File: config.mk
export PLATFORM = sky130hd
export DESIGN_NAME = four_slot_8k_bank_mapper_unit
export DESIGN_NICKNAME = d
export VERILOG_FILES = /design/src/hdl/fsbm_pkg.sv /design/src/hdl/fsbm_regs.sv /design/src/hdl/fsbm_xlate.sv /design/src/hdl/fsbm_out_stage.sv /design/src/hdl/four_slot_8k_bank_mapper_unit.sv
export SDC_FILE = /design/constraint.sdc
export NUM_CORES = 1
export LEC_CHECK = 0
export ABC_AREA = 1
export BUFFER_PORTS_ARGS = -buffer_cell sky130_fd_sc_hd__buf_2
export CAP_MARGIN = 20
export CELL_PAD_IN_SITES_DETAIL_PLACEMENT = 0
export CELL_PAD_IN_SITES_GLOBAL_PLACEMENT = 1
export CORE_MARGIN = 2
export CORE_UTILIZATION = 30
export CTS_CLUSTER_DIAMETER = 60
export DETAILED_ROUTE_END_ITERATION = 6
export PLACE_DENSITY = 0.59
export SYNTH_ARGS = -nofsm -noshare
export SYNTH_HDL_FRONTEND = slang
export SYNTH_SLANG_ARGS = --single-unit
File: constraint.sdc
create_clock -name i_clk -period 4.9 [get_ports i_clk]
set_input_delay 0.245 -clock i_clk [delete_from_list [all_inputs] [get_ports i_clk]]
set_output_delay 0.245 -clock i_clk [all_outputs]
set_load 0.05 [all_outputs]
File: src/hdl/fsbm_pkg.sv
`timescale 1ns / 1ps
// fsbm_pkg: shared types and constants of the four-slot 8 KB bank mapper
// no dependencies; used by every module of the mapper

package fsbm_pkg;

    // bank slot storage
    localparam int SLOT_COUNT = 4;
    localparam int SLOT_IDX_W = $clog2(SLOT_COUNT);
    localparam int SLOT_W     = 8;

    // default width of the internal rom address space
    localparam int ROM_ADDRESS_BITS_DEF = 21;

    // field widths of the bus side and the target side
    localparam int BUS_ADDR_W  = 16;
    localparam int DATA_W      = 8;
    localparam int KIND_W      = 3;
    localparam int TGT_ADDR_W  = 21;
    localparam int PAGE_BITS   = 13;
    localparam int PAGES_W     = 9;

    // configuration port
    localparam int CFG_INDEX_W = 1;
    localparam int CFG_DATA_W  = 9;

    // memory map boundaries
    localparam logic [BUS_ADDR_W-1:0] FIXED_PAGE_END = 16'h2000;
    localparam logic [BUS_ADDR_W-1:0] ROM_DIRECT_END = 16'h4000;
    localparam logic [BUS_ADDR_W-1:0] RAM_BASE       = 16'hC000;
    localparam logic [BUS_ADDR_W-1:0] BANK_REG_END   = 16'h0004;
    localparam logic [PAGE_BITS:0]    PAGE_BYTES     = 14'h2000;

    // register indexes
    typedef enum logic [CFG_INDEX_W-1:0] {
        CFG_FIXED_LOW_PAGE = 1'b0,
        CFG_ROM_SIZE_PAGES = 1'b1
    } t_cfg_index;

    // target operation codes
    typedef enum logic [KIND_W-1:0] {
        KIND_ROM_READ    = 3'd0,
        KIND_RAM_READ    = 3'd1,
        KIND_RAM_WRITE   = 3'd2,
        KIND_BANK_SET    = 3'd3,
        KIND_ROM_IGNORED = 3'd4
    } t_kind;

    // configuration register contents
    typedef struct packed {
        logic               fixed_low_page;
        logic [PAGES_W-1:0] rom_size_pages;
    } t_cfg;

    // one translated access
    typedef struct packed {
        t_kind                  kind;
        logic [TGT_ADDR_W-1:0]  addr;
        logic [DATA_W-1:0]      data;
        logic                   two_beats;
        logic                   bank_we;
        logic [SLOT_IDX_W-1:0]  bank_idx;
    } t_xlate;

endpackage

File: src/hdl/fsbm_regs.sv
`timescale 1ns / 1ps
// fsbm_regs: configuration registers and the four bank slot registers
// depends on fsbm_pkg

module fsbm_regs (
    input  logic                                            i_clk,
    input  logic                                            i_rst_n,
    input  logic                                            i_cfg_we,
    input  logic [fsbm_pkg::CFG_INDEX_W-1:0]                i_cfg_index,
    input  logic [fsbm_pkg::CFG_DATA_W-1:0]                 i_cfg_data,
    input  logic                                            i_bank_we,
    input  logic [fsbm_pkg::SLOT_IDX_W-1:0]                 i_bank_idx,
    input  logic [fsbm_pkg::SLOT_W-1:0]                     i_bank_data,
    output fsbm_pkg::t_cfg                                  o_cfg,
    output logic [fsbm_pkg::SLOT_COUNT-1:0][fsbm_pkg::SLOT_W-1:0] o_slots
);

    fsbm_pkg::t_cfg r_cfg;
    logic [fsbm_pkg::SLOT_COUNT-1:0][fsbm_pkg::SLOT_W-1:0] r_slots;

    // configuration writes
    always_ff @(posedge i_clk) begin
        if (!i_rst_n) begin
            r_cfg.fixed_low_page <= 1'b0;
            r_cfg.rom_size_pages <= fsbm_pkg::PAGES_W'(1);
        end else if (i_cfg_we) begin
            case (fsbm_pkg::t_cfg_index'(i_cfg_index))
                fsbm_pkg::CFG_FIXED_LOW_PAGE: begin
                    r_cfg.fixed_low_page <= i_cfg_data[0];
                end
                fsbm_pkg::CFG_ROM_SIZE_PAGES: begin
                    r_cfg.rom_size_pages <= i_cfg_data[fsbm_pkg::PAGES_W-1:0];
                end
                default: begin
                    r_cfg <= r_cfg;
                end
            endcase
        end
    end

    // bank slot writes from the bus
    always_ff @(posedge i_clk) begin
        if (!i_rst_n) begin
            r_slots <= '0;
        end else if (i_bank_we) begin
            r_slots[i_bank_idx] <= i_bank_data;
        end
    end

    assign o_cfg   = r_cfg;
    assign o_slots = r_slots;

endmodule

File: src/hdl/fsbm_xlate.sv
`timescale 1ns / 1ps
// fsbm_xlate: decodes one bus access into a target operation
// depends on fsbm_pkg; purely combinational

module fsbm_xlate #(
    parameter int ROM_ADDRESS_BITS = fsbm_pkg::ROM_ADDRESS_BITS_DEF
) (
    input  logic                                  i_func,
    input  logic [fsbm_pkg::BUS_ADDR_W-1:0]       i_addr,
    input  logic [fsbm_pkg::DATA_W-1:0]           i_data,
    input  fsbm_pkg::t_cfg                        i_cfg,
    input  logic [fsbm_pkg::SLOT_COUNT-1:0][fsbm_pkg::SLOT_W-1:0] i_slots,
    output fsbm_pkg::t_xlate                      o_xlate
);

    logic [ROM_ADDRESS_BITS-1:0] fix_base;
    logic [ROM_ADDRESS_BITS-1:0] fix_addr;
    logic [ROM_ADDRESS_BITS-1:0] bank_addr;
    logic [ROM_ADDRESS_BITS-1:0] low_addr;
    logic [fsbm_pkg::SLOT_IDX_W-1:0] win_slot;

    // fixed low page: last rom page, wrapping in the rom address space
    assign fix_base = ROM_ADDRESS_BITS'({i_cfg.rom_size_pages, {fsbm_pkg::PAGE_BITS{1'b0}}})
                    - ROM_ADDRESS_BITS'(fsbm_pkg::PAGE_BYTES);
    assign fix_addr = fix_base + ROM_ADDRESS_BITS'(i_addr);

    // windows 0x4000..0xBFFF use slots 2, 3, 0, 1
    assign win_slot  = i_addr[fsbm_pkg::PAGE_BITS +: fsbm_pkg::SLOT_IDX_W];
    assign bank_addr = ROM_ADDRESS_BITS'({i_slots[win_slot],
                                          i_addr[fsbm_pkg::PAGE_BITS-1:0]});

    // low 16 KB, optionally with the fixed page below 0x2000
    assign low_addr = (i_cfg.fixed_low_page && (i_addr < fsbm_pkg::FIXED_PAGE_END))
                    ? fix_addr : ROM_ADDRESS_BITS'(i_addr);

    // access decode
    always_comb begin
        o_xlate           = '0;
        o_xlate.bank_idx  = i_addr[fsbm_pkg::SLOT_IDX_W-1:0];
        if (!i_func) begin
            if (i_addr < fsbm_pkg::ROM_DIRECT_END) begin
                o_xlate.kind = fsbm_pkg::KIND_ROM_READ;
                o_xlate.addr = fsbm_pkg::TGT_ADDR_W'(low_addr);
            end else if (i_addr < fsbm_pkg::RAM_BASE) begin
                o_xlate.kind = fsbm_pkg::KIND_ROM_READ;
                o_xlate.addr = fsbm_pkg::TGT_ADDR_W'(bank_addr);
            end else begin
                o_xlate.kind = fsbm_pkg::KIND_RAM_READ;
                o_xlate.addr = fsbm_pkg::TGT_ADDR_W'(i_addr);
            end
        end else begin
            o_xlate.addr = fsbm_pkg::TGT_ADDR_W'(i_addr);
            if (i_addr < fsbm_pkg::BANK_REG_END) begin
                o_xlate.kind    = fsbm_pkg::KIND_BANK_SET;
                o_xlate.data    = i_data;
                o_xlate.bank_we = 1'b1;
            end else if (i_addr < fsbm_pkg::RAM_BASE) begin
                o_xlate.kind = fsbm_pkg::KIND_ROM_IGNORED;
            end else begin
                o_xlate.kind      = fsbm_pkg::KIND_RAM_WRITE;
                o_xlate.data      = i_data;
                o_xlate.two_beats = 1'b1;
            end
        end
    end

endmodule

File: src/hdl/fsbm_out_stage.sv
`timescale 1ns / 1ps
// fsbm_out_stage: result register; sends the ram mirror as a second beat
// depends on fsbm_pkg

module fsbm_out_stage (
    input  logic                                i_clk,
    input  logic                                i_rst_n,
    input  logic                                i_load,
    input  fsbm_pkg::t_xlate                    i_xlate,
    output logic                                o_free,
    output logic                                o_out_valid,
    input  logic                                i_out_stall,
    output logic [fsbm_pkg::KIND_W-1:0]         o_target_kind,
    output logic [fsbm_pkg::TGT_ADDR_W-1:0]     o_target_address,
    output logic [fsbm_pkg::DATA_W-1:0]         o_target_data,
    output logic                                o_last_of_access
);

    logic                              r_valid;
    logic                              r_two;
    fsbm_pkg::t_kind                   r_kind;
    logic [fsbm_pkg::TGT_ADDR_W-1:0]   r_addr;
    logic [fsbm_pkg::DATA_W-1:0]       r_data;
    logic                              beat_done;

    assign beat_done = r_valid && !i_out_stall;
    assign o_free    = !r_valid || (beat_done && !r_two);

    // control: valid and pending mirror beat
    always_ff @(posedge i_clk) begin
        if (!i_rst_n) begin
            r_valid <= 1'b0;
            r_two   <= 1'b0;
        end else if (i_load) begin
            r_valid <= 1'b1;
            r_two   <= i_xlate.two_beats;
        end else if (beat_done) begin
            r_valid <= r_two;
            r_two   <= 1'b0;
        end
    end

    // payload: mirror address is the other 8 KB half
    always_ff @(posedge i_clk) begin
        if (i_load) begin
            r_kind <= i_xlate.kind;
            r_addr <= i_xlate.addr;
            r_data <= i_xlate.data;
        end else if (beat_done && r_two) begin
            r_addr[fsbm_pkg::PAGE_BITS] <= !r_addr[fsbm_pkg::PAGE_BITS];
        end
    end

    assign o_out_valid      = r_valid;
    assign o_target_kind    = r_kind;
    assign o_target_address = r_addr;
    assign o_target_data    = r_data;
    assign o_last_of_access = !r_two;

    // a pending mirror beat only exists for ram writes
    a_two_is_ram_write: assert property (@(posedge i_clk) disable iff (!i_rst_n)
        r_two |-> (r_valid && r_kind == fsbm_pkg::KIND_RAM_WRITE))
        else $error("mirror beat pending on a non ram write");

    // first ram write beat taken: mirror beat follows with flipped page bit
    a_mirror_follows: assert property (@(posedge i_clk) disable iff (!i_rst_n)
        (beat_done && r_two) |=> (r_valid && !r_two &&
            r_addr == ($past(r_addr) ^ fsbm_pkg::TGT_ADDR_W'(fsbm_pkg::PAGE_BYTES))))
        else $error("mirror beat missing or wrong address");

    // no load while a beat is still owed
    a_no_overwrite: assert property (@(posedge i_clk) disable iff (!i_rst_n)
        i_load |-> (!r_valid || (beat_done && !r_two)))
        else $error("result register overwritten");

endmodule

File: src/hdl/four_slot_8k_bank_mapper_unit.sv
`timescale 1ns / 1ps
// four_slot_8k_bank_mapper_unit: top level of the 8 KB bank mapper
// depends on fsbm_pkg, fsbm_regs, fsbm_xlate, fsbm_out_stage
//
//   channel   handshake                  beat payload
//   -------   -------------------------  ---------------------------------------
//   in        i_in_valid / o_in_stall    i_func, i_bus_address, i_write_data
//   out       o_out_valid / i_out_stall  o_target_kind, o_target_address,
//                                        o_target_data, o_last_of_access
//   cfg       i_cfg_we                   i_cfg_index, i_cfg_data
//
// an access passes through the input register and then the result register
// reads, bank sets and ignored writes sustain one access per cycle while i_out_stall
// is low; a ram write occupies the result register for its first beat and its mirror beat
// bank slots update when the access moves into the result register
// synchronous active-low reset clears valids and bank slots, and sets the configuration
// to one rom page with no fixed low page; with both stages full o_in_stall follows
// i_out_stall in the same cycle, and it stays high through the first beat of a ram write

module four_slot_8k_bank_mapper_unit #(
    parameter int ROM_ADDRESS_BITS = fsbm_pkg::ROM_ADDRESS_BITS_DEF
) (
    input  logic                                i_clk,
    input  logic                                i_rst_n,
    // configuration
    input  logic                                i_cfg_we,
    input  logic [fsbm_pkg::CFG_INDEX_W-1:0]    i_cfg_index,
    input  logic [fsbm_pkg::CFG_DATA_W-1:0]     i_cfg_data,
    // bus access input
    input  logic                                i_in_valid,
    output logic                                o_in_stall,
    input  logic                                i_func,
    input  logic [fsbm_pkg::BUS_ADDR_W-1:0]     i_bus_address,
    input  logic [fsbm_pkg::DATA_W-1:0]         i_write_data,
    // target output
    output logic                                o_out_valid,
    input  logic                                i_out_stall,
    output logic [fsbm_pkg::KIND_W-1:0]         o_target_kind,
    output logic [fsbm_pkg::TGT_ADDR_W-1:0]     o_target_address,
    output logic [fsbm_pkg::DATA_W-1:0]         o_target_data,
    output logic                                o_last_of_access
);

    logic                              r_in_valid;
    logic                              r_func;
    logic [fsbm_pkg::BUS_ADDR_W-1:0]   r_addr;
    logic [fsbm_pkg::DATA_W-1:0]       r_data;
    logic                              out_free;
    logic                              move;
    logic                              in_ready;
    fsbm_pkg::t_cfg                    cfg;
    fsbm_pkg::t_xlate                  xlate;
    logic [fsbm_pkg::SLOT_COUNT-1:0][fsbm_pkg::SLOT_W-1:0] slots;

    // stage handoff
    assign move       = r_in_valid && out_free;
    assign in_ready   = !r_in_valid || move;
    assign o_in_stall = !in_ready;

    // input register control
    always_ff @(posedge i_clk) begin
        if (!i_rst_n) begin
            r_in_valid <= 1'b0;
        end else if (in_ready) begin
            r_in_valid <= i_in_valid;
        end
    end

    // input register payload
    always_ff @(posedge i_clk) begin
        if (in_ready && i_in_valid) begin
            r_func <= i_func;
            r_addr <= i_bus_address;
            r_data <= i_write_data;
        end
    end

    fsbm_regs u_regs (
        .i_clk       (i_clk),
        .i_rst_n     (i_rst_n),
        .i_cfg_we    (i_cfg_we),
        .i_cfg_index (i_cfg_index),
        .i_cfg_data  (i_cfg_data),
        .i_bank_we   (move && xlate.bank_we),
        .i_bank_idx  (xlate.bank_idx),
        .i_bank_data (xlate.data),
        .o_cfg       (cfg),
        .o_slots     (slots)
    );

    fsbm_xlate #(
        .ROM_ADDRESS_BITS (ROM_ADDRESS_BITS)
    ) u_xlate (
        .i_func  (r_func),
        .i_addr  (r_addr),
        .i_data  (r_data),
        .i_cfg   (cfg),
        .i_slots (slots),
        .o_xlate (xlate)
    );

    fsbm_out_stage u_out (
        .i_clk            (i_clk),
        .i_rst_n          (i_rst_n),
        .i_load           (move),
        .i_xlate          (xlate),
        .o_free           (out_free),
        .o_out_valid      (o_out_valid),
        .i_out_stall      (i_out_stall),
        .o_target_kind    (o_target_kind),
        .o_target_address (o_target_address),
        .o_target_data    (o_target_data),
        .o_last_of_access (o_last_of_access)
    );

    // a held access moves on as soon as the result register frees up
    a_move_when_free: assert property (@(posedge i_clk) disable iff (!i_rst_n)
        (r_in_valid && out_free) |=> o_out_valid)
        else $error("access not moved into result register");

    // a bank set reaches its slot in the cycle after the handoff
    a_bank_written: assert property (@(posedge i_clk) disable iff (!i_rst_n)
        (move && xlate.bank_we) |=>
            (slots[$past(xlate.bank_idx)] == $past(xlate.data)))
        else $error("bank slot not updated");

    // an empty input register never stalls the input
    a_empty_no_stall: assert property (@(posedge i_clk) disable iff (!i_rst_n)
        !r_in_valid |-> !o_in_stall)
        else $error("input stalled while empty");

endmodule
## Word-level counts from Yosys, hierarchy flattened

Cells that the tools add are included.

| word-level totals | value |
|---|---|
| bits in registers | 101 |
| input port bits | 40 |
| output and inout port bits | 35 |
| word-level logic and storage cells | 69 |

| cells by class | value |
|---|---|
| $add $sub $neg | 2 |
| order comparisons | 7 |
| multiplexer cells | 22 |
| bitwise logic cells | 1 |
| reduce and logical (&&, ||, !) cells | 20 |

Operators with widths:

| cell | number |
|---|---|
| 2-to-1 mux 24 bit | 2 |
| bitwise mux 32 bit | 1 |
| 2-to-1 mux 8 bit | 3 |
| 2-to-1 mux 22 bit | 1 |
| adder 21 x 16 -> 21 bit | 1 |
| 2-to-1 mux 21 bit | 1 |
| subtractor 21 x 14 -> 21 bit (second input constant) | 1 |
| binary-select mux 8 bit (select 2 bit) | 1 |
| demux 8 bit (select 2 bit) | 1 |
| < comparator 16 x 14 -> 1 bit (second input constant) | 1 |
| < comparator 16 x 15 -> 1 bit (second input constant) | 1 |
| < comparator 16 bit (second input constant) | 1 |
| < comparator 16 x 3 -> 1 bit (second input constant) | 1 |
| 2-to-1 mux 10 bit | 1 |
| 2-to-1 mux 9 bit | 1 |
| logical AND 1 bit | 8 |
| 2-to-1 mux 1 bit | 8 |
| zero test 1 bit | 6 |
| < comparator 2 x 3 -> 1 bit (second input constant) | 2 |
| 2-to-1 mux 3 bit | 2 |
| AND reduction 2 bit | 2 |
| nonzero test 2 bit | 2 |
| >= comparator 2 x 1 -> 1 bit (second input constant) | 1 |
| logical OR 1 bit | 2 |
| NOT 1 bit | 1 |

## Logic depth before layout (Yosys ltp)

| logic depth | value |
|---|---|
| word-level depth | 7 |
| depth in mapped cells | 14 |
| mapped depth without buffers | 12 |

## Cells and area by module

Synthesis repeated with hierarchy kept, for this count alone.

| second synthesis, totals | value |
|---|---|
| cell total of the unflattened synthesis | 539 |
| area, all modules | 4635.7 sq um |

By module, submodules not included:

| module | instances | cells each | area each (sq um) | sequential area each (sq um) |
|---|---|---|---|---|
| fsbm_regs | 1 | 253 | 1699.1 | 840.8 |
| fsbm_xlate | 1 | 202 | 1061.0 | 0.0 |
| fsbm_out_stage | 1 | 47 | 1057.3 | 1001.0 |
| four_slot_8k_bank_mapper_unit | 1 | 37 | 818.3 | 770.7 |

## Worst setup path before layout

Ideal clock, no wire load.

| timing | value |
|---|---|
| path kind | register to register |
| start point | register u_out.r_valid, in the netlist u_out.o_out_valid |
| end point | register r_addr[0] (netlist name) (enable) |
| setup time | 0.363 ns |
| arrival time | 2.076 ns |
| required time | 4.537 ns |
| setup slack | 2.462 ns |
| cell stages (with the launch flop) | 6 |
| path buffers | 0 |
| period minus slack after synthesis | 2.438 ns |
| cells stage by stage | dfxtp_1 -> o21ai_1 -> nor2_1 -> inv_1 -> nand2_1 -> inv_1 |

| between the ends | value |
|---|---|
| word-level cells in the longest chain between the ends | 6 |
| elaborated cells on any way between the ends | 7 |
| classes of those cells | 7 x reduce/logical |

RTL lines:

| what | line | source |
|---|---|---|
| start, declared | fsbm_out_stage.sv:19 | `logic r_valid;` |
| start signal, assigned | fsbm_out_stage.sv:38 | `r_valid <= r_two;` |
| logical AND 1 bit | fsbm_out_stage.sv:26 | `assign beat_done = r_valid && !i_out_stall;` |
| logical AND 1 bit | fsbm_out_stage.sv:27 | `assign o_free = !r_valid \|\| (beat_done && !r_two);` |
| logical OR 1 bit * | fsbm_out_stage.sv:27 |  |
| logical AND 1 bit * | four_slot_8k_bank_mapper_unit.sv:56 | `assign move = r_in_valid && out_free;` |
| logical OR 1 bit * | four_slot_8k_bank_mapper_unit.sv:57 | `assign in_ready = !r_in_valid \|\| move;` |
| logical AND 1 bit * | four_slot_8k_bank_mapper_unit.sv:71 | `if (in_ready && i_in_valid) begin` |
| end signal, assigned | four_slot_8k_bank_mapper_unit.sv:73 | `r_addr <= i_bus_address;` |
| end, declared | four_slot_8k_bank_mapper_unit.sv:46 | `logic [fsbm_pkg::BUS_ADDR_W-1:0] r_addr;` |

Mark *: on every way between the ends. The rest lies on a longest branch, timed or not.
A chain may end at the register's enable or synchronous reset.

## Worst setup path in the final report

| timing | value |
|---|---|
| start point | register r_addr[13] (netlist name) |
| end point | register u_out.r_addr, in the netlist u_out.o_target_address[20], data pin |

| between the ends | value |
|---|---|
| word-level cells in the longest chain between the ends | 4 |
| elaborated cells on any way between the ends | 10 |
| classes of those cells | 1 x add/sub; 3 x order compare; 5 x mux; 1 x reduce/logical |

RTL lines:

| what | line | source |
|---|---|---|
| branches (longest 3 deep; another with adder 21 x 16 -> 21 bit) | n/a |  |
| 2-to-1 mux 24 bit * | fsbm_xlate.sv:41 | `if (i_addr < fsbm_pkg::ROM_DIRECT_END) begin` |
| end signal, assigned | fsbm_out_stage.sv:47 | `r_addr <= i_xlate.addr;` |
| end signal, assigned by index | fsbm_out_stage.sv:50 | `r_addr[fsbm_pkg::PAGE_BITS] <= !r_addr[fsbm_pkg::PAGE_BITS];` |
| end, declared | fsbm_out_stage.sv:22 | `logic [fsbm_pkg::TGT_ADDR_W-1:0] r_addr;` |

Mark *: on every way between the ends. The select of a mux whose other input is x is not followed.

==> impl_metrics.csv <==
group,metric,value,unit
cts,numCtsBuffers,9,
cts,postCtsHoldBufs,0,
detailed_routing,vias,3252,
logic_synthesis,yosys_warnings,0,
global_routing,overflow,0,
timing,grt_setup_unrepaired,"false",
cts,clock_sinks,101,
pwr,p_per_area,354,nW/um^2
global_routing,grt_pass1_wl,16.0,mm
place,hpwl,7.18,mm
cells_and_area,final_common_cell,"nand2_1",
detailed_routing,drt_iter0_markers,183,
cts,clk_pin_slew,0.07,ns
detailed_routing,ant_nets,0,
timing,finalSetupViolCount,0,
global_routing,grt_max_degree,35,
timing,fmax,0.329,GHz
cells_and_area,layout_common_cells,"nand2_1 (107), buf_2 (73), edfxtp_1 (57), a21oi_1 (53), inv_1 (46)",
die,core,14000,um^2
logic_synthesis,synthesis.area,4330,um^2
critical_path,critPathKind,"reg -> reg",
detailed_routing,first_pass_iters,4,
logic_synthesis,synth_cell_type_count,27,
timing,hold_violations,0,
cells_and_area,multi_input_area,1500,um^2
pwr,p_sw_frac,0.264,
global_routing,grt_pass1_vias,3108,
pwr,power.leakage,0.00197,uW
cts,cts_resized,0,
logic_synthesis,ys_seq_area_frac,0.599,
critical_path,critPathArrivalTime,3.11,ns
global_routing,antenna_found_initial,0,
place,gp_congestion,0.807,
timing,hold_ws,0.0638,ns
cts,cts_setup_buffers,0,
detailed_routing,vias_per_cell,4.63,
run,drv.max_cap_violation_count,0,
logic_synthesis,postSynthCellCount,441,
die,ios,75,
place,numPortBuffers,73,
cts,cts_buffer_depth,2,
detailed_routing,drc,0,
cells_and_area,drive_above_1_share,0.218,
timing,worstMarginPinSlew,0.967,ns
die,start_util,0.309,
timing,post-route-period-util,0.620,
cells_and_area,antenna-diode-count,0,
die,dieArea,15400,um^2
timing,fin_skew,0.00759,ns
cts,cts_tree,"yes",
detailed_routing,routed_wl,10.3,mm
critical_path,worstSetupStartpointType,"register",
pwr,internal_power,1340,uW
logic_synthesis,yosysTopAreaCellShare,0.395,
die,die_h,124,um
timing,tns,0,ns
timing,timing.final.crit_period,3.04,ns
global_routing,track_usage,0.141,
cts,h-tree-depth,3,
critical_path,cp.required,4.97,ns
critical_path,critPathCaptureType,"register",
pwr,pwr-share-seq,0.521,
timing,maxSlewViolCount,0,
pwr,p_sw,482,uW
hold_path,worstHoldPathType,"in -> reg",
timing,slew_headroom,0.351,
pwr,max-vdd-ir-drop,0.000166,V
logic_synthesis,syn-num-nets,491,
outcome,status,"completed",
pwr,pwr-share-clk,0.358,
cells_and_area,fillCellCount,1433,
cells_and_area,fin_util,0.369,
cts,root_buffer,"clkbuf_16",
die,rows,43,
logic_synthesis,synth_area_leaders,"edfxtp_1 (40%), dfxtp_1 (20%), nand2_1 (9.3%), a21oi_1 (6.1%), inv_1 (4.0%)",
die,die_w,124,um
cells_and_area,finalNetCount,567,
cells_and_area,area_growth,19.2,%
detailed_routing,post_drt_wl_per_cell,14.6,um
logic_synthesis,syn_avg_cell_area,9.82,um^2
cts,clk_latency,0.35,ns
cells_and_area,seqCellArea,2590,um^2
critical_path,cp_max_fo,18,
pwr,power_frac_comb,0.121,
logic_synthesis,yosysTopAreaCell,"edfxtp_1",
logic_synthesis,ys_seq_elements,101,
-- metal layers --
metal	GRT usage	wire length, um
met2	0.230	4960
met5	0	0
met1	0.181	4730
met4	0.0618	179
met3	0.0307	396
-- critical path, cell delays in order, from the launching register on --
cell and delay (ns):
edfxtp_1 0.77, inv_1 0.46, ha_1 0.34, inv_1 0.05, ha_1 0.18, inv_1 0.06
fa_1 0.36, inv_1 0.12, nand4_1 0.14, nand3_1 0.11, nand2_1 0.05, nand3_1 0.06
a21oi_1 0.06
-- cell families after synthesis --
family	after synthesis	share of synthesized area
AND/OR/NAND/NOR	174	0.177
flip-flops	101	0.599
AO/OA/AOI/OAI	96	0.136
buffers and inverters	59	0.0555
adder cells (fa/ha/maj)	10	0.0306
XOR/XNOR	1	0.00202
-- stage by stage --
| step | power, uW | instances | instance area, um^2 | setup WS, ns |
|---|---|---|---|---|
| 5_1_grt | 1920 | 702 | 5160 | 1.65 |
| 6_report | 1820 | 702 | 5160 | 1.86 |
| 2_1_floorplan | 1130 | 441 | 4330 | 2.46 |
| 3_5_place_dp | 1190 | 686 | 4900 | 1.93 |
| 3_3_place_gp | 1190 | 685 | 4870 | 1.93 |
| 4_1_cts | 1860 | 702 | 5160 | 1.88 |
-- final cells by class --
class | count | area share
Multi-Input combinational cell | 281 | 0.290
Tap cell | 180 | 0.0436
Timing Repair Buffer | 75 | 0.0776
Sequential cell | 101 | 0.502
Clock inverter | 4 | 0.00509
Inverter | 49 | 0.0356
Clock buffer | 12 | 0.0458
-- power by group through the flow --
stage | clock network, uW | logic [uW] | registers (uW)
after floorplan | 0 | 109 | 1020
after global placement | 0 | 218 | 969
after detailed placement | 0 | 223 | 970
after CTS | 681 | 225 | 951
after global routing | 717 | 246 | 954
final | 654 | 221 | 951
-- cells in the mapped netlist --
cell and number:
nand3_1 15, nand4_1 6, xor2_1 1, nand3_4 1, nor3_2 4, ha_1 9
edfxtp_1 57, inv_1 46, nor2_4 2, a22oi_1 3, nor2_2 2, nor2_1 28
dfxtp_1 44, o21ai_0 25, buf_2 2, o211ai_1 1, clkinv_1 3, o21ai_1 1
nand2_1 107, a21oi_1 53, or2_2 6, buf_12 1, a21oi_4 8, fa_1 1
o22ai_1 5, clkbuf_1 7, nand2_2 3
-- flip-flops by register name, indices dropped and copies added (netlist names) --
register,flops
u_regs.o_slots,32
u_out.o_target_address,21
r_addr,16
u_regs.o_cfg,9
r_data,8
u_out.o_target_data,8
u_out.o_target_kind,3
r_func,1
r_in_valid,1
u_out.o_out_valid,1
u_out.r_two,1
-- final timing paths --
path / cells past startpoint / endpoint / slack (ns) / startpoint
hold reg to reg: 0 / u_out.o_target_address[3] / 0.44 / r_addr[3]
setup reg to reg: 12 / u_out.o_target_address[20] / 1.86 / r_addr[13]
hold / removal: 1 / r_data[6] / 0.06 / i_write_data[6]
setup / recovery: 12 / u_out.o_target_address[20] / 1.86 / r_addr[13]
(Power assumes the default switching activity.)
